**src/wdp_pkg.sv**
```systemverilog
`timescale 1ns / 1ps
// ----------------------------------------------------------------------------
// WAV duration parser package
// Shared constants, controller command and status types, tag byte helper.
// ----------------------------------------------------------------------------
package wdp_pkg;

  localparam int LENGTH_BITS = 32;
  localparam logic [31:0] LENGTH_MASK = 32'((64'd1 << LENGTH_BITS) - 64'd1);

  localparam logic [31:0] TAG_RIFF = 32'h5249_4646;
  localparam logic [31:0] TAG_WAVE = 32'h5741_5645;
  localparam logic [31:0] TAG_FMT  = 32'h666D_7420;
  localparam logic [31:0] TAG_DATA = 32'h6461_7461;

  localparam int MIN_FILE = 44;
  localparam int MS_PER_S = 1000;
  localparam int FMT_MIN  = 16;
  localparam logic [30:0] DUR_MAX = 31'h7FFF_FFFF;

  localparam int NUM_BITS  = 42;
  localparam int DEN_BITS  = 61;
  localparam int STEP_BITS = 6;

  typedef struct packed {
    logic take;
    logic calc_load;
    logic mul_load;
    logic div_step;
    logic out_load;
  } cmd_t;

  typedef struct packed {
    logic div_last;
  } status_t;

  function automatic logic [7:0] tag_byte(input logic [31:0] tag, input logic [1:0] idx);
    logic [7:0] b;
    case (idx)
      2'd0: b = tag[31:24];
      2'd1: b = tag[23:16];
      2'd2: b = tag[15:8];
      default: b = tag[7:0];
    endcase
    return b;
  endfunction

endpackage

```
**src/wdp_ctrl.sv**
```systemverilog
`timescale 1ns / 1ps
// ----------------------------------------------------------------------------
// WAV duration parser controller
// Sequences byte intake, operand load, multiply, divide and result hand-off.
// ----------------------------------------------------------------------------
module wdp_ctrl import wdp_pkg::*; (
  input  logic    clk,
  input  logic    rst,
  input  logic    in_valid,
  input  logic    in_last,
  output logic    in_ready,
  output logic    out_valid,
  input  logic    out_ready,
  input  status_t status,
  output cmd_t    cmd
);

  localparam logic [2:0] ST_IDLE = 3'd0;
  localparam logic [2:0] ST_LOAD = 3'd1;
  localparam logic [2:0] ST_MUL  = 3'd2;
  localparam logic [2:0] ST_DIV  = 3'd3;
  localparam logic [2:0] ST_DONE = 3'd4;

  logic [2:0] state;
  logic [2:0] state_next;
  logic       out_free;

  assign in_ready = (state == ST_IDLE);
  assign out_free = !out_valid || out_ready;

  always_comb begin
    state_next    = state;
    cmd           = '0;
    cmd.take      = in_valid && in_ready;
    case (state)
      ST_IDLE: begin
        if (in_valid && in_last) state_next = ST_LOAD;
      end
      ST_LOAD: begin
        cmd.calc_load = 1'b1;
        state_next    = ST_MUL;
      end
      ST_MUL: begin
        cmd.mul_load = 1'b1;
        state_next   = ST_DIV;
      end
      ST_DIV: begin
        cmd.div_step = 1'b1;
        if (status.div_last) state_next = ST_DONE;
      end
      ST_DONE: begin
        if (out_free) begin
          cmd.out_load = 1'b1;
          state_next   = ST_IDLE;
        end
      end
      default: state_next = ST_IDLE;
    endcase
  end

  always_ff @(posedge clk) begin
    if (rst) begin
      state     <= ST_IDLE;
      out_valid <= 1'b0;
    end else begin
      state <= state_next;
      if (cmd.out_load) begin
        out_valid <= 1'b1;
      end else if (out_ready) begin
        out_valid <= 1'b0;
      end
    end
  end

endmodule

```
**src/wdp_datapath.sv**
```systemverilog
`timescale 1ns / 1ps
// ----------------------------------------------------------------------------
// WAV duration parser datapath
// Header and chunk walk, length register, multiplier, restoring divider.
// ----------------------------------------------------------------------------
module wdp_datapath import wdp_pkg::*; (
  input  logic        clk,
  input  logic        rst,
  input  logic        cfg_we,
  input  logic [31:0] cfg_data,
  input  logic [7:0]  byte_in,
  input  cmd_t        cmd,
  output status_t     status,
  output logic [30:0] duration_ms,
  output logic        header_ok
);

  logic [31:0] file_length;
  logic [31:0] byte_offset;
  logic [32:0] nco;
  logic [32:0] fmt_body;
  logic [31:0] chunk_tag;
  logic [31:0] chunk_length;
  logic [15:0] channel_count;
  logic [31:0] sample_rate;
  logic [15:0] sample_bits;
  logic [31:0] data_length;
  logic        magic_ok;
  logic        walk_done;
  logic        fmt_phase;

  logic [32:0] off_ext;
  logic        in_range;
  logic        off_ge_nco;
  logic        fmt_active;
  logic [32:0] hdr_rel;
  logic [32:0] fmt_rel;
  logic [31:0] len_full;
  logic [32:0] hdr_end;
  logic [33:0] chunk_end;
  logic        end_past;
  logic [32:0] nco_next;
  logic [31:0] data_rest;
  logic        ok_now;

  logic                 calc_ok;
  logic [47:0]          prod_rc;
  logic [12:0]          bps_q;
  logic [NUM_BITS-1:0]  num_q;
  logic [DEN_BITS-1:0]  den;
  logic [DEN_BITS-1:0]  rem;
  logic [NUM_BITS-1:0]  quo;
  logic [STEP_BITS-1:0] step_cnt;
  logic [DEN_BITS:0]    trial;
  logic [DEN_BITS:0]    trial_sub;
  logic                 div_ge;

  assign off_ext    = {1'b0, byte_offset};
  assign in_range   = byte_offset < file_length;
  assign off_ge_nco = off_ext >= nco;
  assign fmt_active = fmt_phase && !off_ge_nco;
  assign hdr_rel    = off_ext - nco;
  assign fmt_rel    = off_ext - fmt_body;
  assign len_full   = {byte_in, chunk_length[23:0]};
  assign hdr_end    = nco + 33'd8;
  assign chunk_end  = {1'b0, hdr_end} + {2'b00, len_full};
  assign end_past   = chunk_end > {2'b00, file_length};
  assign nco_next   = chunk_end[32:0] + {32'd0, len_full[0]};
  assign data_rest  = file_length - hdr_end[31:0];

  assign ok_now = (file_length >= 32'(MIN_FILE)) && magic_ok && (byte_offset >= 32'd12) &&
                  (sample_rate != 32'd0) && !sample_rate[31] &&
                  (channel_count != 16'd0) && (sample_bits[15:3] != 13'd0) &&
                  (data_length != 32'd0);

  always_ff @(posedge clk) begin
    if (rst) begin
      file_length <= 32'd0;
    end else if (cfg_we) begin
      file_length <= cfg_data & LENGTH_MASK;
    end
  end

  always_ff @(posedge clk) begin
    if (rst || cmd.calc_load) begin
      byte_offset   <= 32'd0;
      nco           <= 33'd12;
      fmt_body      <= 33'd0;
      chunk_tag     <= 32'd0;
      chunk_length  <= 32'd0;
      channel_count <= 16'd0;
      sample_rate   <= 32'd0;
      sample_bits   <= 16'd0;
      data_length   <= 32'd0;
      magic_ok      <= 1'b1;
      walk_done     <= 1'b0;
      fmt_phase     <= 1'b0;
    end else if (cmd.take) begin
      if (byte_offset != '1) byte_offset <= byte_offset + 32'd1;
      if (in_range) begin
        if (byte_offset < 32'd4) begin
          if (byte_in != tag_byte(TAG_RIFF, byte_offset[1:0])) magic_ok <= 1'b0;
        end else if (byte_offset < 32'd12) begin
          if (byte_offset[3] && (byte_in != tag_byte(TAG_WAVE, byte_offset[1:0])))
            magic_ok <= 1'b0;
        end else if (!walk_done) begin
          if (fmt_phase && off_ge_nco) fmt_phase <= 1'b0;
          if (fmt_active) begin
            if (fmt_rel[32:4] == '0) begin
              case (fmt_rel[3:0])
                4'd2:  channel_count[7:0]  <= byte_in;
                4'd3:  channel_count[15:8] <= byte_in;
                4'd4:  sample_rate[7:0]    <= byte_in;
                4'd5:  sample_rate[15:8]   <= byte_in;
                4'd6:  sample_rate[23:16]  <= byte_in;
                4'd7:  sample_rate[31:24]  <= byte_in;
                4'd14: sample_bits[7:0]    <= byte_in;
                4'd15: sample_bits[15:8]   <= byte_in;
                default: ;
              endcase
            end
          end else if (off_ge_nco && (hdr_rel[32:3] == '0)) begin
            if (!hdr_rel[2]) begin
              chunk_tag <= {chunk_tag[23:0], byte_in};
            end else begin
              case (hdr_rel[1:0])
                2'd0: chunk_length <= {24'd0, byte_in};
                2'd1: chunk_length[15:8] <= byte_in;
                2'd2: chunk_length[23:16] <= byte_in;
                default: begin
                  chunk_length[31:24] <= byte_in;
                  if (end_past) begin
                    if (chunk_tag == TAG_DATA) data_length <= data_rest;
                    walk_done <= 1'b1;
                  end else if ((chunk_tag == TAG_FMT) && (len_full >= 32'(FMT_MIN))) begin
                    fmt_phase <= 1'b1;
                    fmt_body  <= hdr_end;
                    nco       <= nco_next;
                  end else if (chunk_tag == TAG_DATA) begin
                    data_length <= len_full;
                    walk_done   <= 1'b1;
                  end else begin
                    nco <= nco_next;
                  end
                end
              endcase
            end
          end
        end
      end
    end
  end

  assign trial     = {rem, quo[NUM_BITS-1]};
  assign div_ge    = trial >= {1'b0, den};
  assign trial_sub = trial - {1'b0, den};

  assign status.div_last = (step_cnt == STEP_BITS'(NUM_BITS - 1));

  always_ff @(posedge clk) begin
    if (cmd.calc_load) begin
      calc_ok <= ok_now;
      prod_rc <= 48'(sample_rate) * 48'(channel_count);
      bps_q   <= sample_bits[15:3];
      num_q   <= NUM_BITS'(data_length) * NUM_BITS'(MS_PER_S);
    end
    if (cmd.mul_load) begin
      den      <= DEN_BITS'(prod_rc) * DEN_BITS'(bps_q);
      rem      <= '0;
      quo      <= num_q;
      step_cnt <= '0;
    end
    if (cmd.div_step) begin
      rem      <= div_ge ? trial_sub[DEN_BITS-1:0] : trial[DEN_BITS-1:0];
      quo      <= {quo[NUM_BITS-2:0], div_ge};
      step_cnt <= step_cnt + STEP_BITS'(1);
    end
    if (cmd.out_load) begin
      header_ok <= calc_ok;
      if (!calc_ok) begin
        duration_ms <= 31'd0;
      end else if (quo[NUM_BITS-1:31] != '0) begin
        duration_ms <= DUR_MAX;
      end else begin
        duration_ms <= quo[30:0];
      end
    end
  end

endmodule

```
**src/wav_duration_parser_top.sv**
```systemverilog
`timescale 1ns / 1ps
// ----------------------------------------------------------------------------
// WAV duration parser
// Walks a RIFF/WAVE byte stream and reports the play time in milliseconds.
// ----------------------------------------------------------------------------
// Throughput: one byte per cycle; after the byte flagged last, intake stops
// until the result is loaded into the output register.
// After the last byte, the result passes through operand load, one
// multiply, 42 steps of the bit-serial divider and output load.
// Reset: synchronous, clears the parse state, length register and output
// valid; the result fields hold their value until the first result.
module wav_duration_parser_top import wdp_pkg::*; (
  input  logic        clk,
  input  logic        rst,
  input  logic        cfg_valid,
  output logic        cfg_ready,
  input  logic [31:0] cfg_data,       // file_length
  input  logic        s_axis_tvalid,
  output logic        s_axis_tready,
  input  logic [7:0]  s_axis_tdata,   // data_byte
  input  logic        s_axis_tlast,
  output logic        m_axis_tvalid,
  input  logic        m_axis_tready,
  output logic [31:0] m_axis_tdata,   // duration_ms[30:0], zero pad [31]
  output logic        m_axis_tuser    // header_ok
);

  cmd_t        cmd;
  status_t     status;
  logic [30:0] duration_ms;

  assign cfg_ready    = 1'b1;
  assign m_axis_tdata = {1'b0, duration_ms};

  wdp_ctrl u_ctrl (
    .clk       (clk),
    .rst       (rst),
    .in_valid  (s_axis_tvalid),
    .in_last   (s_axis_tlast),
    .in_ready  (s_axis_tready),
    .out_valid (m_axis_tvalid),
    .out_ready (m_axis_tready),
    .status    (status),
    .cmd       (cmd)
  );

  wdp_datapath u_datapath (
    .clk         (clk),
    .rst         (rst),
    .cfg_we      (cfg_valid),
    .cfg_data    (cfg_data),
    .byte_in     (s_axis_tdata),
    .cmd         (cmd),
    .status      (status),
    .duration_ms (duration_ms),
    .header_ok   (m_axis_tuser)
  );

`ifndef NO_ASSERTIONS
  a_stop_after_last: assert property (@(posedge clk) disable iff (rst)
    (s_axis_tvalid && s_axis_tready && s_axis_tlast) |=> !s_axis_tready)
    else $error("item intake continued after last byte");

  a_fail_zero: assert property (@(posedge clk) disable iff (rst)
    (m_axis_tvalid && !m_axis_tuser) |-> (m_axis_tdata == 32'd0))
    else $error("failed header with nonzero duration");

  a_result_after_calc: assert property (@(posedge clk) disable iff (rst)
    $rose(m_axis_tvalid) |-> $past(!s_axis_tready))
    else $error("result appeared without calculation");
`endif

endmodule
```
**config.mk**
```make
export PLATFORM = sky130hd
export DESIGN_NAME = wav_duration_parser_top
export DESIGN_NICKNAME = d
export VERILOG_FILES = /design/src/wdp_pkg.sv /design/src/wdp_ctrl.sv /design/src/wdp_datapath.sv /design/src/wav_duration_parser_top.sv
export SDC_FILE = /design/constraint.sdc
export NUM_CORES = 2
export LEC_CHECK = 0
export ABC_AREA = 1
export BUFFER_PORTS_ARGS = -buffer_cell sky130_fd_sc_hd__buf_2
export CAP_MARGIN = 15
export CORE_MARGIN = 2
export CORE_UTILIZATION = 42
export CTS_BUF_LIST = sky130_fd_sc_hd__clkbuf_8
export DETAILED_ROUTE_END_ITERATION = 12
export GPL_TIMING_DRIVEN = 0
export PLACE_DENSITY = 0.54
export SKIP_CTS_REPAIR_TIMING = 1
export SLEW_MARGIN = 20
export SYNTH_ARGS = -nofsm -noshare
export SYNTH_HDL_FRONTEND = slang
export SYNTH_SLANG_ARGS = --single-unit
```
**constraint.sdc**
```tcl
create_clock -name clk -period 9.9 [get_ports clk]
set_input_delay 0.99 -clock clk [delete_from_list [all_inputs] [get_ports clk]]
set_output_delay 0.99 -clock clk [all_outputs]
set_load 0.01 [all_outputs]
```
=== Yosys cells after proc, flatten, opt, wreduce, memory -nomap -nowiden ===
Cells that the tools add are included.

* Word-level logic and storage cells: 201
* Output and inout port bits: 36
* Flip-flop bits (word level): 592

* Reduce and logical (&&, ||, !) cells: 56
* $add $sub $neg: 9
* Magnitude comparators: 9
* Muxes and demuxes: 57
* Bitwise gates (word level): 7
* Eq/ne operators: 28
* Multiply operators: 3

{| class="wikitable"
|+ Operator list
! operator !! count
|-
| $mux W61 || 3
|-
| $mux W32 || 4
|-
| $mux W42 || 2
|-
| $mux W8 || 9
|-
| $reduce_and A8 Y1 || 9
|-
| $mux W33 || 2
|-
| $sub A32 B33 Y33 || 2
|-
| $eq A32 B31 Y1 const B || 2
|-
| $reduce_bool A32 Y1 || 2
|-
| $ge A62 B61 Y1 || 1
|-
| $mul A48 B13 Y61 || 1
|-
| $sub A61 B61 Y61 || 1
|-
| $mul A32 B16 Y48 || 1
|-
| $mul A32 B7 Y39 const B || 1
|-
| $add A33 B32 Y34 || 1
|-
| $gt A34 B32 Y1 || 1
|-
| $add A33 B1 Y33 || 1
|-
| $add A33 B4 Y33 const B || 1
|-
| $ge A32 B33 Y1 || 1
|-
| $reduce_and A11 Y1 || 3
|-
| $add A32 B1 Y32 const B || 1
|-
| $ge A32 B4 Y1 const B || 1
|-
| $ge A32 B5 Y1 const B || 1
|-
| $ge A32 B6 Y1 const B || 1
|-
| other kinds (44) || 117
|}

=== Logic depth before layout (Yosys ltp) ===
* Depth in word-level cells: 12
* Depth in mapped cells: 39

=== Modules after synthesis ===
From an unflattened synthesis, not the netlist that was laid out.

* Cell total of the unflattened synthesis: 11419
* Area total of the unflattened synthesis: 82900.8 um2

{| class="wikitable"
|+ Modules (own cells, without submodules)
! module !! area an instance (um2) !! times used !! cells an instance !! seq. area each (um2)
|-
| wdp_datapath || 82630.5 || 1 || 11379 || 14744.1
|-
| wdp_ctrl || 247.7 || 1 || 36 || 80.1
|-
| wav_duration_parser_top || 22.5 || 1 || 4 || 0.0
|}

=== Worst setup path before layout ===
No wires, ideal clock.

* Kind: reg2reg
* From: register u_ctrl.state[1]
* To: register u_datapath.channel_count[0]
* Required time: 9768 ps
* Path buffers: 2
* Clock period less this slack: 8627 ps
* Library setup time: 132 ps
* Cell stages (with the launch flop): 7
* Path slack: 1273 ps
* Arrival: 8495 ps
* Cells stage by stage: dfxtp_1 > nor3_1 > inv_1 > nand2_1 > clkbuf_1 > clkbuf_1 > a21oi_1

* Cells in the longest elaborated chain, start to end: 3
* Elaborated cells on any way between the ends: 6

{| class="wikitable"
|+ RTL lines
! item !! RTL line !! text
|-
| start: declaration || wdp_ctrl.sv:24 || <nowiki>logic [2:0] state;</nowiki>
|-
| start signal: assignment || wdp_ctrl.sv:66 || <nowiki>state <= state_next;</nowiki>
|-
| $logic_not A3 Y1 or $eq A3 B1 Y1 (tied branches) || wdp_ctrl.sv:28, wdp_ctrl.sv:35 ||
|-
| $logic_and A1 B1 Y1 or $mux W1 (tied branches) || wdp_ctrl.sv:34, wdp_ctrl.sv:35 ||
|-
| $reduce_and A8 Y1 (no source line) or $logic_or A1 B1 Y1 (tied branches) || n/a ||
|-
| end signal: assignment || wdp_datapath.sv:111 || <nowiki>4'd2: channel_count[7:0] <= byte_in;</nowiki>
|-
| end: declaration || wdp_datapath.sv:24 || <nowiki>logic [15:0] channel_count;</nowiki>
|}

Several ways; a longest one is shown, not always the timed one.
A chain may end at the register's enable or synchronous reset.

=== Worst setup path in the final report ===
* From: register u_datapath.nco[3]
* To: register u_datapath.fmt_body[32]

* Cells in the longest elaborated chain, start to end: 5
* Elaborated cells on any way between the ends: 12

{| class="wikitable"
|+ RTL lines
! item !! RTL line !! text
|-
| start: declaration || wdp_datapath.sv:20 || <nowiki>logic [32:0] nco;</nowiki>
|-
| start signal: assignment || wdp_datapath.sv:138 || <nowiki>nco <= nco_next;</nowiki>
|-
| start signal: assignment || wdp_datapath.sv:143 || <nowiki>nco <= nco_next;</nowiki>
|-
| $add A33 B4 Y33 || wdp_datapath.sv:65 || <nowiki>assign hdr_end = nco + 33'd8;</nowiki>
|-
| net u_datapath.hdr_end[3] || wdp_datapath.sv:39 || <nowiki>logic [32:0] hdr_end;</nowiki>
|-
| $add A33 B32 Y34 || wdp_datapath.sv:66 || <nowiki>assign chunk_end = {1'b0, hdr_end} + {2'b00, len_full};</nowiki>
|-
| $gt A34 B32 Y1 || wdp_datapath.sv:67 || <nowiki>assign end_past = chunk_end > {2'b00, file_length};</nowiki>
|-
| $not A1 Y1 (no source line) || n/a ||
|-
| $reduce_and A11 Y1 (no source line) || n/a ||
|-
| end signal: assignment || wdp_datapath.sv:137 || <nowiki>fmt_body <= hdr_end;</nowiki>
|-
| end: declaration || wdp_datapath.sv:21 || <nowiki>logic [32:0] fmt_body;</nowiki>
|}

The timed path passes the listed nets, and every way through them passes these cells.

==> impl_metrics.prom <==
# TYPE chip_impl_metric gauge
chip_impl_metric{name="yosys_register_bits",unit=""} 589
chip_impl_metric{name="syn-instance-count",unit=""} 10689
chip_impl_metric{name="final_antenna_net_count",unit=""} 0
chip_impl_metric{name="clock_slew_at_the_register_clock_pins_of_the_worst_setup_and_hold_paths",unit="ns"} 0.07
chip_impl_info{name="crit_path_start_kind",value="flop"} 1
chip_impl_metric{name="max_cap_violations",unit=""} 0
chip_impl_info{name="clock_tree_from_tritoncts",value="yes"} 1
chip_impl_metric{name="regToRegSetupSlack",unit="ns"} 1.46
chip_impl_metric{name="post_synth_num_cell_types",unit=""} 63
chip_impl_metric{name="width_of_the_chip",unit="um"} 442
chip_impl_metric{name="place.port_buffers",unit=""} 79
chip_impl_metric{name="whs_path_depth",unit=""} 2
chip_impl_metric{name="syn_nets",unit=""} 12373
chip_impl_metric{name="ios",unit=""} 82
chip_impl_info{name="end_kind",value="flop"} 1
chip_impl_metric{name="peakVddDrop",unit="mV"} 0.435
chip_impl_metric{name="track_usage",unit="%"} 29.5
chip_impl_info{name="min_delay_worst_type",value="input port to flop"} 1
chip_impl_info{name="worst_r2r_startpoint",value="u_datapath.nco[3]"} 1
chip_impl_metric{name="initialDrtViolationCount",unit=""} 6049
chip_impl_info{name="run_status",value="complete, no violations"} 1
chip_impl_metric{name="yosysWarningCount",unit=""} 0
chip_impl_metric{name="post_route_clock_skew",unit="ns"} 0.0754
chip_impl_metric{name="cp_data_arrival_time",unit="ns"} 9.13
chip_impl_metric{name="worstSkewPairLatency",unit="ns"} 0.89
chip_impl_metric{name="hold_violations",unit=""} 0
chip_impl_info{name="timing.hold.worst.start",value="rst"} 1
chip_impl_metric{name="grt_pass1_wl",unit="um"} 440000
chip_impl_info{name="ys_dominant_reg_cell",value="edfxtp_1"} 1
chip_impl_metric{name="dieHeight",unit="um"} 442
chip_impl_metric{name="routedWlPerCell",unit="um"} 21.5
chip_impl_metric{name="post-layout-total-power",unit="uW"} 21300
chip_impl_metric{name="post_route_worst_setup_slack",unit="ns"} 1.46
chip_impl_metric{name="final_min_period_over_clock_period",unit="%"} 85.2
chip_impl_metric{name="floorplan_row_count",unit=""} 160
chip_impl_metric{name="place_ws",unit="ns"} 1.80
chip_impl_metric{name="finalWeightedCongestion",unit=""} 1.02
chip_impl_metric{name="vias_per_cell",unit=""} 5.32
chip_impl_metric{name="dr_total_vias",unit=""} 71769
chip_impl_metric{name="critPathRequiredTime",unit="ns"} 10.59
chip_impl_metric{name="cts_inserted_buffers",unit=""} 108
chip_impl_metric{name="area.growth.synth_to_final",unit="%"} 7.72
chip_impl_metric{name="post_synth_instance_area",unit="um2"} 80500
chip_impl_metric{name="layout_cells_sized_above_1",unit="%"} 3.32
chip_impl_metric{name="max-slew-margin-rel",unit="%"} 8.99
chip_impl_metric{name="critPathMaxStageDelay",unit="ns"} 0.84
chip_impl_metric{name="drt-pass1-iter-count",unit=""} 6
chip_impl_metric{name="die_area",unit="um2"} 195000
chip_impl_info{name="critical_path.slowest_cell",value="xor2_1"} 1
chip_impl_info{name="rsz_0062_raised_after_global_routing",value="false"} 1
chip_impl_metric{name="crit_path_max_fanout",unit=""} 10
chip_impl_metric{name="netlist.area_leader.share",unit="%"} 26.0
chip_impl_info{name="clock_tree.root_cell",value="clkbuf_8"} 1
chip_impl_info{name="hold-path-endpoint",value="u_ctrl.state[2]"} 1
chip_impl_metric{name="first_global_vias",unit=""} 71304
chip_impl_metric{name="count_of_flip_flops_with_a_built_in_enable_after_synthesis",unit=""} 303
chip_impl_metric{name="ctsHtreeMaxLevel",unit=""} 3
chip_impl_metric{name="fin_crit",unit="ns"} 8.44
chip_impl_info{name="critical-path-top-cell-by-count",value="nand2_1"} 1
chip_impl_metric{name="nFillCells",unit=""} 19569
chip_impl_metric{name="drcViolationCount",unit=""} 0
chip_impl_metric{name="place_hpwl",unit="um"} 245000
chip_impl_metric{name="leakage",unit="uW"} 0.0439
chip_impl_metric{name="max_clock_freq",unit="MHz"} 118
chip_impl_metric{name="synth_sequential_area_ratio",unit="%"} 18.4
chip_impl_metric{name="routed_wirelength",unit="um"} 291000
chip_impl_metric{name="core_box_area",unit="um2"} 190000
chip_impl_info{name="post-synth-top-area-cell",value="fa_1"} 1
chip_impl_info{name="setup_cp_type",value="flop to flop"} 1
chip_impl_metric{name="largest_net_degree_at_the_start_of_global_routing",unit=""} 44
chip_impl_metric{name="final_nets",unit=""} 12582
chip_impl_metric{name="worst-slew-pin-transition",unit="ns"} 1.36
chip_impl_metric{name="report.final.setup_viol",unit=""} 0
chip_impl_metric{name="maxSlewViolCount",unit=""} 0
chip_impl_metric{name="cts_buffer_depth",unit=""} 3
chip_impl_metric{name="p_per_area",unit="nW/um2"} 245
chip_impl_metric{name="grt_overflow",unit=""} 0
chip_impl_info{name="r2r-end",value="u_datapath.fmt_body[32]"} 1
chip_impl_info{name="ys_top_cells_by_area",value="fa_1 26%, nand2_1 12%, edfxtp_1 11%, inv_1 10%, ha_1 9.2%"} 1
chip_impl_metric{name="start_util",unit="%"} 42.3
chip_impl_metric{name="antenna_found_initial",unit=""} 8
chip_impl_metric{name="synth_async_sr_flop_share",unit="%"} 0
chip_impl_metric{name="r2r.worst_path.cells",unit=""} 33
chip_impl_metric{name="syn_avg_cell_area",unit="um2"} 7.53
chip_impl_metric{name="totalNegativeSetupSlack",unit="ns"} 0
chip_impl_metric{name="clock-sinks",unit=""} 589
==> per-layer routing <==
metal / vias to the layer above / routed length, um / track usage (%)
li1: 33783 / - / -
met1: 35125 / 132000 / 41.9
met2: 2413 / 129000 / 46.1
met3: 440 / 19700 / 4.14
met4: 8 / 10300 / 9.65
met5: - / 54 / 0
==> state kept, by name, summed over array words and instances (netlist names), 33 cells and up <==
name / count
u_datapath.prod_rc: 48
u_datapath.num_q: 39
u_datapath.rem: 61
u_datapath.den: 61
u_datapath.fmt_body: 33
u_datapath.quo: 42
u_datapath.nco: 33
==> layout make-up <==
class	count	area [um2]	share of cell area, %
Antenna cell	5	12.5	0.0144
Buffer	386	1540	1.78
Clock buffer	130	1790	2.06
Clock inverter	67	556	0.641
Inverter	2198	8250	9.52
Multi-Input combinational cell	7516	56000	64.6
Sequential cell	589	14800	17.1
Tap cell	2511	3140	3.62
Timing Repair Buffer	99	599	0.691
==> critical path, delay by kind of cell (launching register included) <==
kind / cells / cell delay (ns)
adder cells (fa/ha/maj): 2 / 0.81
flip-flops: 1 / 0.49
AND/OR/NAND/NOR: 18 / 3.63
buffers and inverters: 6 / 1.46
AO/OA/AOI/OAI: 6 / 1.02
XOR/XNOR: 1 / 0.84
==> power by group <==
part	total, uW	switching (uW)	internal [uW]
Clock	2570	1180	1390
Sequential	3580	143	3440
Combinational	15100	9980	5150
==> cells by family after synthesis <==
logic type	count (synthesis)	synth area share (%)
xor+xnor	302	3.29
fa+ha+maj	1638	35.2
compound gates	1385	9.26
other cells	2	0.00933
simple gates	4189	21.6
flops	589	18.4
buf+inv	2584	12.2
==> cells in the final DEF, fill, tap and decap left out, types with 18 or more instances in the layout <==
| cell type | n |
|---|---|
| a21o_1 | 27 |
| a21oi_1 | 754 |
| a31oi_1 | 62 |
| buf_1 | 55 |
| buf_2 | 119 |
| clkbuf_1 | 286 |
| clkbuf_8 | 130 |
| dfxtp_1 | 286 |
| edfxtp_1 | 303 |
| fa_1 | 1047 |
| ha_1 | 591 |
| inv_1 | 2218 |
| nand2_1 | 2657 |
| nand3_1 | 383 |
| nand3b_1 | 22 |
| nand4_1 | 224 |
| nor2_1 | 677 |
| nor2_2 | 18 |
| nor3_1 | 94 |
| nor4_1 | 69 |
| o21a_1 | 34 |
| o21ai_0 | 398 |
| o21bai_1 | 21 |
| xnor2_1 | 118 |
| xor2_1 | 175 |
==> how the worst max path moves through the flow <==
stage                            from                           to  slack [ns]  cells past startpoint
detailed placement  u_datapath.nco[3]      u_datapath.fmt_body[32]        1.80                     33
global placement      u_ctrl.state[1]    u_datapath.data_length[2]       -5.28                      6
CTS                 u_datapath.nco[3]      u_datapath.fmt_body[32]        1.73                     33
floorplan             u_ctrl.state[1]  u_datapath.channel_count[0]        1.27                      6
global route        u_datapath.nco[3]      u_datapath.fmt_body[32]        1.23                     33
finish              u_datapath.nco[3]      u_datapath.fmt_body[32]        1.46                     33
==> synth_stat cells, drive strengths merged, types with 17 or more instances <==
library cell	instances
xnor2	118
xor2	184
o21a	34
inv	2193
nor3	101
dfxtp	286
ha	591
a21oi	754
nand4	225
buf	99
a31oi	62
nor2	704
clkbuf	287
fa	1047
o211ai	17
nor4	72
o21bai	21
a21o	27
edfxtp	303
nand2	2660
nand3	386
nand3b	22
o21ai	410
==> through the flow <==
stage	cell area [um2]	hold slack (ns)	utilization, %	instances
4_1_cts	86700	0.239	45.6	13496
3_5_place_dp	84300	0.449	44.3	13299
2_1_floorplan	80500	0.431	-	10689
3_3_place_gp	84000	0.445	44.2	13279
5_1_grt	86700	0.304	45.6	13498
6_report	86700	0.323	45.6	13501
(Power assumes the default switching activity.)
